## config.mk

```make
export PLATFORM = sky130hd
export DESIGN_NAME = rtc_assemble
export DESIGN_NICKNAME = d
export VERILOG_FILES = /design/src/rtl/rtc_pkg.sv /design/src/rtl/rtc_assemble.sv
export SDC_FILE = /design/constraint.sdc
export NUM_CORES = 1
export LEC_CHECK = 0
export ABC_AREA = 1
export BUFFER_PORTS_ARGS = -buffer_cell sky130_fd_sc_hd__clkbuf_2
export CORE_MARGIN = 2
export CORE_UTILIZATION = 59
export DETAILED_ROUTE_END_ITERATION = 6
export PLACE_DENSITY_LB_ADDON = 0.1
export SYNTH_ARGS = -nofsm -noshare
export SYNTH_HDL_FRONTEND = slang
export SYNTH_SLANG_ARGS = --single-unit
```

## constraint.sdc

```tcl
create_clock -name vclk -period 8.8
set_input_delay 1.32 -clock vclk [all_inputs]
set_output_delay 1.32 -clock vclk [all_outputs]
set_load 0.005 [all_outputs]
```

## src/rtl/rtc_pkg.sv

```systemverilog
// types, codes and digit/character helpers for the radix-40 codec
// no dependencies
`timescale 1ns / 1ps

package rtc_pkg;

    localparam logic [1:0] FMT_TRIPLE   = 2'd0;
    localparam logic [1:0] FMT_SEXTET   = 2'd1;
    localparam logic [1:0] FMT_QUAD     = 2'd2;
    localparam logic [1:0] FMT_QUAD_ALT = 2'd3;

    localparam logic KIND_PACK   = 1'b0;
    localparam logic KIND_UNPACK = 1'b1;

    localparam int unsigned RADIX = 40;

    typedef logic [5:0] t_digit;

    localparam t_digit DIG_DASH  = 6'd36;
    localparam t_digit DIG_SPACE = 6'd37;
    localparam t_digit DIG_DOT   = 6'd38;
    localparam t_digit DIG_OTHER = 6'd39;
    localparam t_digit DIG_LIMIT = 6'd40;

    localparam logic [7:0] CHR_DASH  = 8'h2d;
    localparam logic [7:0] CHR_SPACE = 8'h20;
    localparam logic [7:0] CHR_DOT   = 8'h2e;
    localparam logic [7:0] CHR_QUERY = 8'h3f;
    localparam logic [7:0] CHR_ZERO  = 8'h30;

    typedef logic [11:0][5:0]     t_digits;
    typedef logic [5:0][5:0]      t_q32;
    typedef logic [3:0][2:0][5:0] t_qw;

    typedef struct packed {
        logic    kind;
        t_digits digits;
        t_q32    q32;
        t_qw     qw;
    } t_mid;

    function automatic t_digit char_to_digit(input logic [7:0] ch);
        t_digit d;
        if (ch >= 8'h30 && ch <= 8'h39) begin
            d = 6'(ch - 8'h30);
        end else if (ch >= 8'h61 && ch <= 8'h7a) begin
            d = 6'(ch - 8'h57);
        end else if (ch >= 8'h41 && ch <= 8'h5a) begin
            d = 6'(ch - 8'h37);
        end else if (ch == CHR_DOT) begin
            d = DIG_DOT;
        end else if (ch == CHR_SPACE) begin
            d = DIG_SPACE;
        end else if (ch == CHR_DASH) begin
            d = DIG_DASH;
        end else begin
            d = DIG_OTHER;
        end
        return d;
    endfunction

    function automatic logic [7:0] digit_to_char(input t_digit d);
        logic [7:0] c;
        if (d == DIG_OTHER) begin
            c = CHR_QUERY;
        end else if (d == DIG_DOT) begin
            c = CHR_DOT;
        end else if (d == DIG_SPACE) begin
            c = CHR_SPACE;
        end else if (d == DIG_DASH) begin
            c = CHR_DASH;
        end else if (d < 6'd10) begin
            c = {2'b00, d} + CHR_ZERO;
        end else begin
            c = {2'b00, d} + 8'd55;
        end
        return c;
    endfunction

    // top quotient is at most 41
    function automatic t_digit digit_top(input t_digit q);
        return (q >= DIG_LIMIT) ? 6'(q - DIG_LIMIT) : q;
    endfunction

    // lo - 40*hi is below 40, so six bits of each suffice
    function automatic t_digit digit_low(input t_digit lo, input t_digit hi);
        t_digit h40;
        h40 = 6'(hi * 6'd40);
        return 6'(lo - h40);
    endfunction

endpackage

```

## src/rtl/rtc_assemble.sv

```systemverilog
// builds the packed code or the unpacked text from the middle stage
// depends on rtc_pkg
`timescale 1ns / 1ps

module rtc_assemble (
    input  rtc_pkg::t_mid i_mid,
    input  logic [1:0]    i_format,
    output logic [63:0]   o_code_out,
    output logic [63:0]   o_text_low_out,
    output logic [31:0]   o_text_high_out
);
    import rtc_pkg::*;

    logic [3:0][15:0] words;
    logic [31:0]      long_word;
    logic [11:0][7:0] chars;
    logic [63:0]      code;

    always_comb begin
        for (int j = 0; j < 4; j++) begin
            words[j] = 16'(i_mid.digits[3*j])   * 16'(RADIX * RADIX)
                     + 16'(i_mid.digits[3*j+1]) * 16'(RADIX)
                     + 16'(i_mid.digits[3*j+2]);
        end
        long_word = 32'(i_mid.digits[0]) * 32'(RADIX ** 5)
                  + 32'(i_mid.digits[1]) * 32'(RADIX ** 4)
                  + 32'(i_mid.digits[2]) * 32'(RADIX ** 3)
                  + 32'(i_mid.digits[3]) * 32'(RADIX ** 2)
                  + 32'(i_mid.digits[4]) * 32'(RADIX)
                  + 32'(i_mid.digits[5]);
    end

    always_comb begin
        chars = '0;
        code  = '0;
        unique case (i_format) inside
            FMT_TRIPLE: begin
                code     = {48'd0, words[0]};
                chars[0] = digit_to_char(digit_top(i_mid.qw[0][2]));
                chars[1] = digit_to_char(digit_low(i_mid.qw[0][1], i_mid.qw[0][2]));
                chars[2] = digit_to_char(digit_low(i_mid.qw[0][0], i_mid.qw[0][1]));
            end
            FMT_SEXTET: begin
                code     = {32'd0, long_word};
                chars[0] = digit_to_char(digit_top(i_mid.q32[5]));
                for (int p = 1; p < 6; p++) begin
                    chars[p] = digit_to_char(digit_low(i_mid.q32[5-p], i_mid.q32[6-p]));
                end
            end
            FMT_QUAD, FMT_QUAD_ALT: begin
                code = words;
                for (int j = 0; j < 4; j++) begin
                    chars[3*j]   = digit_to_char(digit_top(i_mid.qw[j][2]));
                    chars[3*j+1] = digit_to_char(digit_low(i_mid.qw[j][1], i_mid.qw[j][2]));
                    chars[3*j+2] = digit_to_char(digit_low(i_mid.qw[j][0], i_mid.qw[j][1]));
                end
            end
        endcase
    end

    assign o_code_out      = (i_mid.kind == KIND_PACK) ? code : 64'd0;
    assign o_text_low_out  = (i_mid.kind == KIND_UNPACK) ? chars[7:0] : 64'd0;
    assign o_text_high_out = (i_mid.kind == KIND_UNPACK) ? chars[11:8] : 32'd0;

endmodule

```

==> run summary <==
The detailed router placed 18660 vias in this run. The critical path data arrival time is 7100 ps. The proportion of netlist area held by the largest area contributor is 0.2952. Summed over all cells, the static leakage comes to 11.59 nW. The die area came out at 0.03048 mm². The achievable clock frequency is 0.1187 GHz. The power density over the cells is 197.6 mW/mm². Setup repair after global routing left no endpoint under its margin.

The post-route fraction of the period consumed by the critical path came out at 0.9572. The count of fill cells added during filler insertion is 2658. In this run the worst setup path begins at i_mid[123]. The die width came out at 174.6 µm.

The internal power consumption is 0.001384 W. The floorplan has 62 rows. The total setup buffers inserted after CTS came out at 0. The category of the worst setup path capture point is an output port. The combined area of the multi-input logic cells came out at 0.01502 mm².

The overall routing resource usage is 0.3146. The reported net switching power is 0.002407 W. In this design, the critical path's most frequently occurring cell is nand2_1. The worst ir drop on vdd came out at 0.0001953 V. The number of buffer cells added on primary ports is 331. The routed via count divided by cell count is 5.458. For this block, the initial DRC count from the detailed router was 1099. Once routing completed, OpenROAD measured the worst setup slack at 376.5 ps. The weighted congestion at the end of routability-driven global placement is 0.9677. For the pin with the worst max-slew slack, the measured transition is 925.8 ps. Each instance of the synthesized netlist takes up on average 6.307 µm². By area the synthesized netlist is led by ha_1 30%, nand2_1 12%, inv_1 11%. The combinational group share of total power came out at 1.000.

In this run the count of I/O pins placed on the die edge is 343. The initial antenna violation count came out at 9. The share of power burned in registers came out at 0.

The final number of max-transition violations is 0. The detail route stage leaves a number of antenna-violating nets equal to 0. The effective utilization at floorplan came out at 0.5981.

Sequential cells placed in the final layout were counted as 0. The share of the Yosys chip area taken by registers is 0. The clock buffer instance count of the final layout came out at 0.

The final wirelength is 49480 µm. The core box area is 0.02870 mm². The detail-routed net length per standard cell came out at 14.47 µm. The vertical extent of the die came out at 174.6 µm. The first global-routing pass estimated 81260 µm of wire. The worst hold path begins at i_mid[156]. The layout overhead on the synthesized area is 11.76%. The worst-path cell with the longest stage delay is fa_1.

The net count of the finished layout is 3692. Power comes to 0.003791 W. The quantity of gates resized following cts is 0. The maximum net fanout on the critical path came out at 7. The maximum number of pins on one net before global-route repair is 40. After synthesis the cells add up to 0.01717 mm². Sorting the synthesized cells by how often they occur yields 541 x nand2_1, 517 x inv_1, 405 x ha_1. The DRC violation count after routing came out at 0. The setup total negative slack came out at 0 ps. Of the total power, the share spent switching nets is 0.6350. The total setup violations reported at the end of the flow came out at 0.

The delay of the slowest cell on the worst path came out at 590 ps. The number of global-route vias before repair came out at 17860. The cell count after synthesis came out at 2722.

The tightest min-delay check is of the input port to output port type. For this run, the detailed router's first-pass iteration total came to 6. The Yosys step of the flow raised 0 warnings. The unique cell type count in the Yosys netlist is 53. The register cell area after layout is 0 µm².

The total global routing overflow came out at 0. Max-cap violations in this run came to 0. STA classifies the critical path startpoint as an input port. Of the total power, the clock network draws 0. The final HPWL from detailed placement is 42970 µm. The run finished with clean final reports. For the worst setup path, the data required time is 7480 ps. The worst slew slack as a fraction of its limit came out at 0.3813. The quantity of hold-fixing buffers added after cts came out at 0. ha_1 takes more of the synthesized area than any other cell. The number of endpoints with negative hold slack in the final report was 0. Before CTS, the worst setup slack after placement is 389.6 ps. nand2_1 is the most common cell in the netlist. Counting I/O delays and the setup requirement, the final critical path takes 8423 ps. In the final layout, the share of cells above drive strength 1 is 0.1287. The critical path class is input port to output port.
==> routing by layer <==
metal	vias up	track usage	share of wire
li1	9525	-	-
met1	8369	0.3922	0.43
met2	627	0.5484	0.46
met3	133	0.04939	0.067
met4	8	0.1132	0.040
met5	-	0	0.0011
==> critical path, delay by kind of cell <==
family	cells	cell delay [ps]
adder cells (fa/ha/maj)	7	3170
XOR/XNOR	1	160
AO/OA/AOI/OAI	3	490
AND/OR/NAND/NOR	14	1330
buffers and inverters	6	630
==> final timing paths <==
kind / slack [ps] / end / cells after the start
max: 380 / o_code_out[27] / 31
min: 2900 / o_code_out[32] / 4
==> area by class of cell <==
| class | count | share of cell area |
|---|---|---|
| Inverter | 529 | 0.1035 |
| Timing Repair Buffer | 335 | 0.08791 |
| Tap cell | 384 | 0.02504 |
| Multi-Input combinational cell | 2166 | 0.7829 |
| Antenna cell | 5 | 0.0006521 |
==> cell usage in the layout, fill, tap and decap left out, types with 13 or more instances in the layout <==
cell,n
xnor2_1,50
nand3_1,203
nor3_1,36
xor2_1,84
fa_1,72
a21oi_1,247
o21ai_1,13
a31oi_1,15
clkbuf_2,331
nand2_1,541
inv_1,517
o21ai_0,148
ha_1,405
nor2_1,180
nand4_1,28
==> power groups by stage <==
stage               Combinational [W]  Sequential, W        Clock (W)
floorplan                     0.00275              0                0
global placement              0.00368              0                0
detailed placement            0.00373              0                0
CTS                           0.00375              0                0
global route                  0.00432              0  0.0000000000152
finish                        0.00379              0  0.0000000000761
==> per-stage QoR <==
stage                     utilization  hold WS (ps)  area [µm²]  std cells
after global routing           0.6681          2921       19180       3415
after floorplan                     -          2723       17210       2733
after detailed placement       0.6680          2898       19170       3414
final                          0.6684          2897       19190       3419
after CTS                      0.6680          2898       19170       3414
after global placement         0.6680          2897       19170       3414
==> kinds of logic (layout without fill, tap and decap cells) <==
group	count (synthesis)	in the layout	synth area share
compound gates	518	518	0.1707
xor+xnor	134	134	0.06836
fa+ha+maj	477	477	0.3791
buf+inv	567	864	0.1275
other cells	1	17	0.0002184
simple gates	1025	1025	0.2541
Note: power is estimated with default switching activity, not from simulation.
