### src/rtl/rtc_pkg.sv
// types, codes and digit/character helpers for the radix-40 codec
// no dependencies
`timescale 1ns / 1ps

package rtc_pkg;

    localparam logic [1:0] FMT_TRIPLE   = 2'd0;
    localparam logic [1:0] FMT_SEXTET   = 2'd1;
    localparam logic [1:0] FMT_QUAD     = 2'd2;
    localparam logic [1:0] FMT_QUAD_ALT = 2'd3;

    localparam logic KIND_PACK   = 1'b0;
    localparam logic KIND_UNPACK = 1'b1;

    localparam int unsigned RADIX = 40;

    typedef logic [5:0] t_digit;

    localparam t_digit DIG_DASH  = 6'd36;
    localparam t_digit DIG_SPACE = 6'd37;
    localparam t_digit DIG_DOT   = 6'd38;
    localparam t_digit DIG_OTHER = 6'd39;
    localparam t_digit DIG_LIMIT = 6'd40;

    localparam logic [7:0] CHR_DASH  = 8'h2d;
    localparam logic [7:0] CHR_SPACE = 8'h20;
    localparam logic [7:0] CHR_DOT   = 8'h2e;
    localparam logic [7:0] CHR_QUERY = 8'h3f;
    localparam logic [7:0] CHR_ZERO  = 8'h30;

    typedef logic [11:0][5:0]     t_digits;
    typedef logic [5:0][5:0]      t_q32;
    typedef logic [3:0][2:0][5:0] t_qw;

    typedef struct packed {
        logic    kind;
        t_digits digits;
        t_q32    q32;
        t_qw     qw;
    } t_mid;

    function automatic t_digit char_to_digit(input logic [7:0] ch);
        t_digit d;
        if (ch >= 8'h30 && ch <= 8'h39) begin
            d = 6'(ch - 8'h30);
        end else if (ch >= 8'h61 && ch <= 8'h7a) begin
            d = 6'(ch - 8'h57);
        end else if (ch >= 8'h41 && ch <= 8'h5a) begin
            d = 6'(ch - 8'h37);
        end else if (ch == CHR_DOT) begin
            d = DIG_DOT;
        end else if (ch == CHR_SPACE) begin
            d = DIG_SPACE;
        end else if (ch == CHR_DASH) begin
            d = DIG_DASH;
        end else begin
            d = DIG_OTHER;
        end
        return d;
    endfunction

    function automatic logic [7:0] digit_to_char(input t_digit d);
        logic [7:0] c;
        if (d == DIG_OTHER) begin
            c = CHR_QUERY;
        end else if (d == DIG_DOT) begin
            c = CHR_DOT;
        end else if (d == DIG_SPACE) begin
            c = CHR_SPACE;
        end else if (d == DIG_DASH) begin
            c = CHR_DASH;
        end else if (d < 6'd10) begin
            c = {2'b00, d} + CHR_ZERO;
        end else begin
            c = {2'b00, d} + 8'd55;
        end
        return c;
    endfunction

    // top quotient is at most 41
    function automatic t_digit digit_top(input t_digit q);
        return (q >= DIG_LIMIT) ? 6'(q - DIG_LIMIT) : q;
    endfunction

    // lo - 40*hi is below 40, so six bits of each suffice
    function automatic t_digit digit_low(input t_digit lo, input t_digit hi);
        t_digit h40;
        h40 = 6'(hi * 6'd40);
        return 6'(lo - h40);
    endfunction

endpackage

### src/rtl/rtc_digit_map.sv
// maps the twelve text characters to radix-40 digits
// depends on rtc_pkg
`timescale 1ns / 1ps

module rtc_digit_map (
    input  logic [63:0]     i_text_low,
    input  logic [31:0]     i_text_high,
    output rtc_pkg::t_digits o_digits
);
    import rtc_pkg::*;

    logic [11:0][7:0] chars;

    assign chars = {i_text_high, i_text_low};

    always_comb begin
        for (int i = 0; i < 12; i++) begin
            o_digits[i] = char_to_digit(chars[i]);
        end
    end

endmodule

### config.mk
export PLATFORM = sky130hd
export DESIGN_NAME = rtc_digit_map
export DESIGN_NICKNAME = d
export VERILOG_FILES = /design/src/rtl/rtc_pkg.sv /design/src/rtl/rtc_digit_map.sv
export SDC_FILE = /design/constraint.sdc
export NUM_CORES = 1
export LEC_CHECK = 0
export ABC_CLOCK_PERIOD_IN_PS = 2700
export BUFFER_PORTS_ARGS = -buffer_cell sky130_fd_sc_hd__buf_2
export CELL_PAD_IN_SITES_DETAIL_PLACEMENT = 0
export CELL_PAD_IN_SITES_GLOBAL_PLACEMENT = 1
export CORE_MARGIN = 2
export CORE_UTILIZATION = 38
export DETAILED_ROUTE_END_ITERATION = 10
export PLACE_DENSITY_LB_ADDON = 0.1
export SYNTH_ARGS = -nofsm -noshare
export SYNTH_HDL_FRONTEND = slang
export SYNTH_SLANG_ARGS = --single-unit
### constraint.sdc
create_clock -name vclk -period 2.7
set_input_delay 0.27 -clock vclk [all_inputs]
set_output_delay 0.27 -clock vclk [all_outputs]
set_load 0.05 [all_outputs]
==> results of run 1 <==
## synth_stat cells (9+ instances only)
| cell type | count | area (um2) |
|---|---|---|
| nor3_1 | 17 | 85.1 |
| nor2b_1 | 11 | 68.8 |
| a211oi_1 | 11 | 82.6 |
| nand2_1 | 55 | 206 |
| inv_1 | 72 | 270 |
| nand3_1 | 15 | 75.1 |
| o211ai_1 | 14 | 105 |
| and2_1 | 15 | 93.8 |
| xnor2_1 | 19 | 166 |
| ha_1 | 108 | 1350 |
| nand2b_1 | 15 | 93.8 |
| or4b_1 | 9 | 90.1 |
| a21oi_1 | 60 | 300 |
| nor2_1 | 72 | 270 |
| o22ai_1 | 9 | 56.3 |
| o21ai_0 | 42 | 210 |
| a31oi_1 | 18 | 113 |
| clkbuf_1 | 22 | 82.6 |
| o21ai_1 | 10 | 50.1 |
## worst min path at each step
stage	depth (start not counted)	start	end
2_1_floorplan	1	i_text_low[32]	o_digits[24]
3_3_place_gp	3	i_text_low[16]	o_digits[12]
3_5_place_dp	3	i_text_low[16]	o_digits[12]
4_1_cts	3	i_text_low[16]	o_digits[12]
5_1_grt	3	i_text_low[16]	o_digits[12]
6_report	3	i_text_low[16]	o_digits[12]
## layout make-up
class	instances	area [um2]	share of cell area, %
repair buffers	217	1240	18.3
well taps	180	225	3.33
inverters	74	278	4.11
multi-input cells	669	5020	74.3
## cells by family after synthesis
logic type | synth area share (%)
compound gates | 35.8
xor+xnor | 3.11
fa+ha+maj | 25.3
buf+inv | 7.71
mux | 0.960
simple gates | 27.1
## where the power goes
group	total, mW	internal [mW]	switching (mW)
Clock	0	0	0
Combinational	1.26	0.422	0.836
Sequential	0	0	0
## metal layers
metal	vias to the layer above	share of wire (%)	wire, um
li1	3256	-	-
met1	3044	45	7310
met2	139	50	8140
met3	16	4.6	754
met4	0	0.74	121
met5	-	0	0
## stage by stage
step | utilization (%) | instances
floorplan | - | 771
global placement | 48.4 | 1140
detailed placement | 48.4 | 1140
CTS | 48.4 | 1140
global route | 48.9 | 1140
finish | 48.9 | 1140
## repair_timing
| action | CTS | global route |
|---|---|---|
| endpoints found under the setup margin | 0 | 16 |
| hold endpoints to repair | 0 | 0 |
| resized for setup | 0 | 24 |
| hold buffers | 0 | 0 |
==> flow_metrics.tcl, run 1 <==
set metrics [dict create \
    status "complete, no violations" \
    max_stage_delay_ns 0.57 \
    seq_cells 0 \
    gr-usage-met2_pct 37.8 \
    cp_max_fo 6 \
    ir_worst_vdd_v 0.000113 \
    yosysSeqAreaShare_pct 0 \
    post_cts.repair.setup_buffers 0 \
    cp-endpoint "o_digits[21]" \
    die_h_um 123 \
    layout_commonest_cell "buf_2" \
    slew_headroom_pct 61.8 \
    min_period_ns 2.63 \
    slew_violations 0 \
    start_util_pct 38.6 \
    finalWorstSetupSlack_ns 0.0705 \
    grt_max_degree 15 \
    placed_area_um2 6700 \
    powerDensity_nw_per_um2 186 \
    die-width_um 123 \
    rows 43 \
    first_global_vias 6100 \
    place_ws_ns 0.00858 \
    dr_total_vias 6455 \
    core_region_area_um2 13800 \
    cp_slowest_cell "or4b_4" \
    path_cells "buf_2, inv_1, ha_1, or4b_1, a21oi_1, or4b_4, a2111oi_4, a31oi_1, a21bo_1, buf_6" \
    dp_hpwl_um 13500 \
    rsz0062_at_grt "yes" \
    hold_path.class "input port to output pin" \
    yosysWarnings 0 \
    vias_per_cell 5.66 \
    cp_top_family "simple AND/OR/NAND/NOR gates" \
    syn_inst 771 \
    drive_above_1_share_pct 26.6 \
    drt-pass1-iter-count 4 \
    worstPathRequired_ns 2.43 \
    synth_cell_types 81 \
    path_class "input port to output pin" \
    holdWs_ns 0.947 \
    critical_path.startpoint "i_text_low[24]" \
    hold_viol_final 0 \
    leakagePower_nw 3.18 \
    antennaDiodeCount 0 \
    drt_iter0_drc 373 \
    gp_congestion 0.868 \
    seqCellArea_um2 0 \
    grt_usage_pct 20.2 \
    gr-usage-met3_pct 2.28 \
    grt_pass1_wl_um 26600 \
    drt_wl_total_um 16300 \
    use_met1_pct 25.4 \
    io_buffers 168 \
    avgSynthCellArea_um2 6.93 \
    worst-path-stages 10 \
    stdcell_area_um2 6760 \
    syn-num-nets 975 \
    worstMarginPinSlew_ns 0.568 \
    ioPinCount 168 \
    worst-path-buf-inv 3 \
    die_area_um2 15000 \
    clock_buffers 0 \
    final_cell_mix "buf_2 (159), ha_1 (108), inv_1 (72), nor2_1 (72), a21oi_1 (59)" \
    overflow 0 \
    final_antenna_net_count 0 \
    period_share_pct 97.4 \
    nets 1166 \
    area_growth_pct 26.6 \
    finalSetupViolCount 0 \
    drv_cap 0 \
    end_kind "output pin" \
    grt-busiest-layer "met2" \
    max_freq_mhz 380 \
    setup_tns_ns 0 \
    total_power_mw 1.26 \
    synth_area_um2 5340 \
    drc_errors 0 \
    cp.arrival_ns 2.36 \
    n_fill_cell 1427 \
    post_drt_wl_per_cell_um 14.3 \
    antenna_found_initial 0 \
    critPathLaunchType "input port" \
]
No activity file was read; power rests on OpenSTA's default activity.
==> run 2: changes to the inputs <==
--- a/config.mk
+++ b/config.mk
@@ -5,7 +5,7 @@
 export SDC_FILE = /design/constraint.sdc
 export NUM_CORES = 1
 export LEC_CHECK = 0
-export ABC_CLOCK_PERIOD_IN_PS = 2700
+export ABC_CLOCK_PERIOD_IN_PS = 2600
 export BUFFER_PORTS_ARGS = -buffer_cell sky130_fd_sc_hd__buf_2
 export CELL_PAD_IN_SITES_DETAIL_PLACEMENT = 0
 export CELL_PAD_IN_SITES_GLOBAL_PLACEMENT = 1
==> constraint.sdc (replaced) <==
create_clock -name vclk -period 2.6
set_input_delay 0.26 -clock vclk [all_inputs]
set_output_delay 0.26 -clock vclk [all_outputs]
set_load 0.05 [all_outputs]
==> flow_metrics.tcl, run 2 (synthesis gave the netlist of run 1 again) <==
set metrics [dict create \
    status "complete, no violations" \
    slew_headroom_pct 60.8 \
    nets 1197 \
    placed_area_um2 6940 \
    hold_viol_final 0 \
    antennaDiodeCount 0 \
    final_antenna_net_count 0 \
    drive_above_1_share_pct 30.9 \
    gp_congestion 0.937 \
    drt_iter0_drc 476 \
    end_kind "output pin" \
    min_period_ns 2.53 \
    layout_commonest_cell "buf_2" \
    p_switching_mw 0.892 \
    max_stage_delay_ns 0.54 \
    io_buffers 168 \
    die_h_um 123 \
    ioPinCount 168 \
    final_cell_mix "buf_2 (145), ha_1 (108), buf_4 (92)" \
    swShare_pct 64.2 \
    die_area_um2 15000 \
    post_drt_wl_per_cell_um 14.1 \
    p_seq_share_pct 0 \
    grt_pass1_wl_um 27000 \
    path_cells "buf_2, ha_1, or4b_4, a311o_1, nand3_2, nand2_2, a311oi_2, a221o_1, buf_6" \
    cts_hold_buf 0 \
    cp_max_fo 5 \
    multi_input_area_um2 5130 \
    ir_worst_vdd_v 0.000127 \
    rsz0062_at_grt "yes" \
    hold_path.class "input port to output pin" \
    drc_errors 0 \
    area_growth_pct 33.9 \
    worstPathRequired_ns 2.34 \
    holdWs_ns 0.928 \
    worstMarginPinSlew_ns 0.583 \
    cp_top_family "compound AO/OA/AOI/OAI gates" \
    stdcell_area_um2 7160 \
    vias_per_cell 5.64 \
    drv_cap 0 \
    drt-pass1-iter-count 5 \
    worst-path-buf-inv 2 \
    rows 43 \
    grt_max_degree 15 \
    start_util_pct 38.6 \
    seqCellArea_um2 0 \
    dp_hpwl_um 13500 \
    finalWorstSetupSlack_ns 0.0652 \
    clock_buffers 0 \
    post_cts.repair.setup_buffers 0 \
    finalCoreUtilization_pct 51.8 \
    dr_total_vias 6601 \
    max_freq_mhz 395 \
    powerDensity_nw_per_um2 194 \
    path_class "input port to output pin" \
    combPwrFrac_pct 100.0 \
    critPathLaunchType "input port" \
    seq_cells 0 \
    cp.arrival_ns 2.27 \
    period_share_pct 97.5 \
    slew_violations 0 \
    overflow 0 \
    antenna_found_initial 0 \
    first_global_vias 6067 \
    finalSetupViolCount 0 \
    cp_slowest_cell "or4b_4" \
    grt_usage_pct 20.4 \
    leakagePower_nw 3.37 \
    total_power_mw 1.39 \
    power_frac_clock_pct 0 \
    place_ws_ns -0.00893 \
    core_region_area_um2 13800 \
    drt_wl_total_um 16500 \
    n_fill_cell 1368 \
    p_int_mw 0.497 \
    die-width_um 123 \
]
run 2: cell count changes in the layout (fill, tap and decap cells not counted), moves of 3 or more:
cell | previous run | this run
or4b_1 | 9 | 5
a311oi_2 | 2 | 5
buf_2 | 159 | 145
a311oi_1 | 4 | 1
nand2b_4 | 1 | 4
buf_6 | 2 | 5
nand2b_1 | 14 | 11
buf_4 | 52 | 92
a21oi_1 | 59 | 55
or4b_4 | 2 | 6
a21oi_2 | 3 | 7
run 2: per-stage QoR:
step	setup TNS (ns)	cells
final	0	1171
after global routing	-0.0644	1171
after CTS	0	1171
after detailed placement	-0.00893	1171
after global placement	0	1171
after floorplan	-0.156	771
run 2: final timing paths:
kind                  startpoint  depth (start not counted)  slack [ns]           end
hold / removal    i_text_low[48]                          3        0.93  o_digits[36]
setup / recovery  i_text_high[8]                          9        0.07  o_digits[55]
run 2: power groups by stage:
stage | Sequential, mW | Combinational (mW) | Clock (mW)
floorplan | 0 | 0.891 | 0
global placement | 0 | 1.31 | 0
detailed placement | 0 | 1.32 | 0
CTS | 0 | 1.33 | 0
global route | 0 | 1.51 | 0
finish | 0 | 1.39 | 0
run 2: repair_timing:
action | 4_1_cts | 5_1_grt
setup endpoints to repair | 3 | 35
pin swaps | 0 | 5
resized for setup | 3 | 70
run 2: area by class of cell:
cell class	count	area share (%)
Multi-Input combinational cell	669	71.7
Tap cell	180	3.15
Inverter	74	3.88
Timing Repair Buffer	248	21.3
run 2: worst min-delay path: stages:
cell,delay [ns]
buf_2,0.15
a21oi_1,0.08
buf_4,0.18
run 2: per-layer routing:
| layer | GRT usage, % | share of wire [%] | vias up |
|---|---|---|---|
| met5 | 0 | 0 | - |
| met4 | 1.29 | 0.45 | 0 |
| met3 | 2.14 | 6.4 | 6 |
| met2 | 36.0 | 47 | 216 |
| met1 | 28.0 | 46 | 3064 |
| li1 | - | - | 3315 |
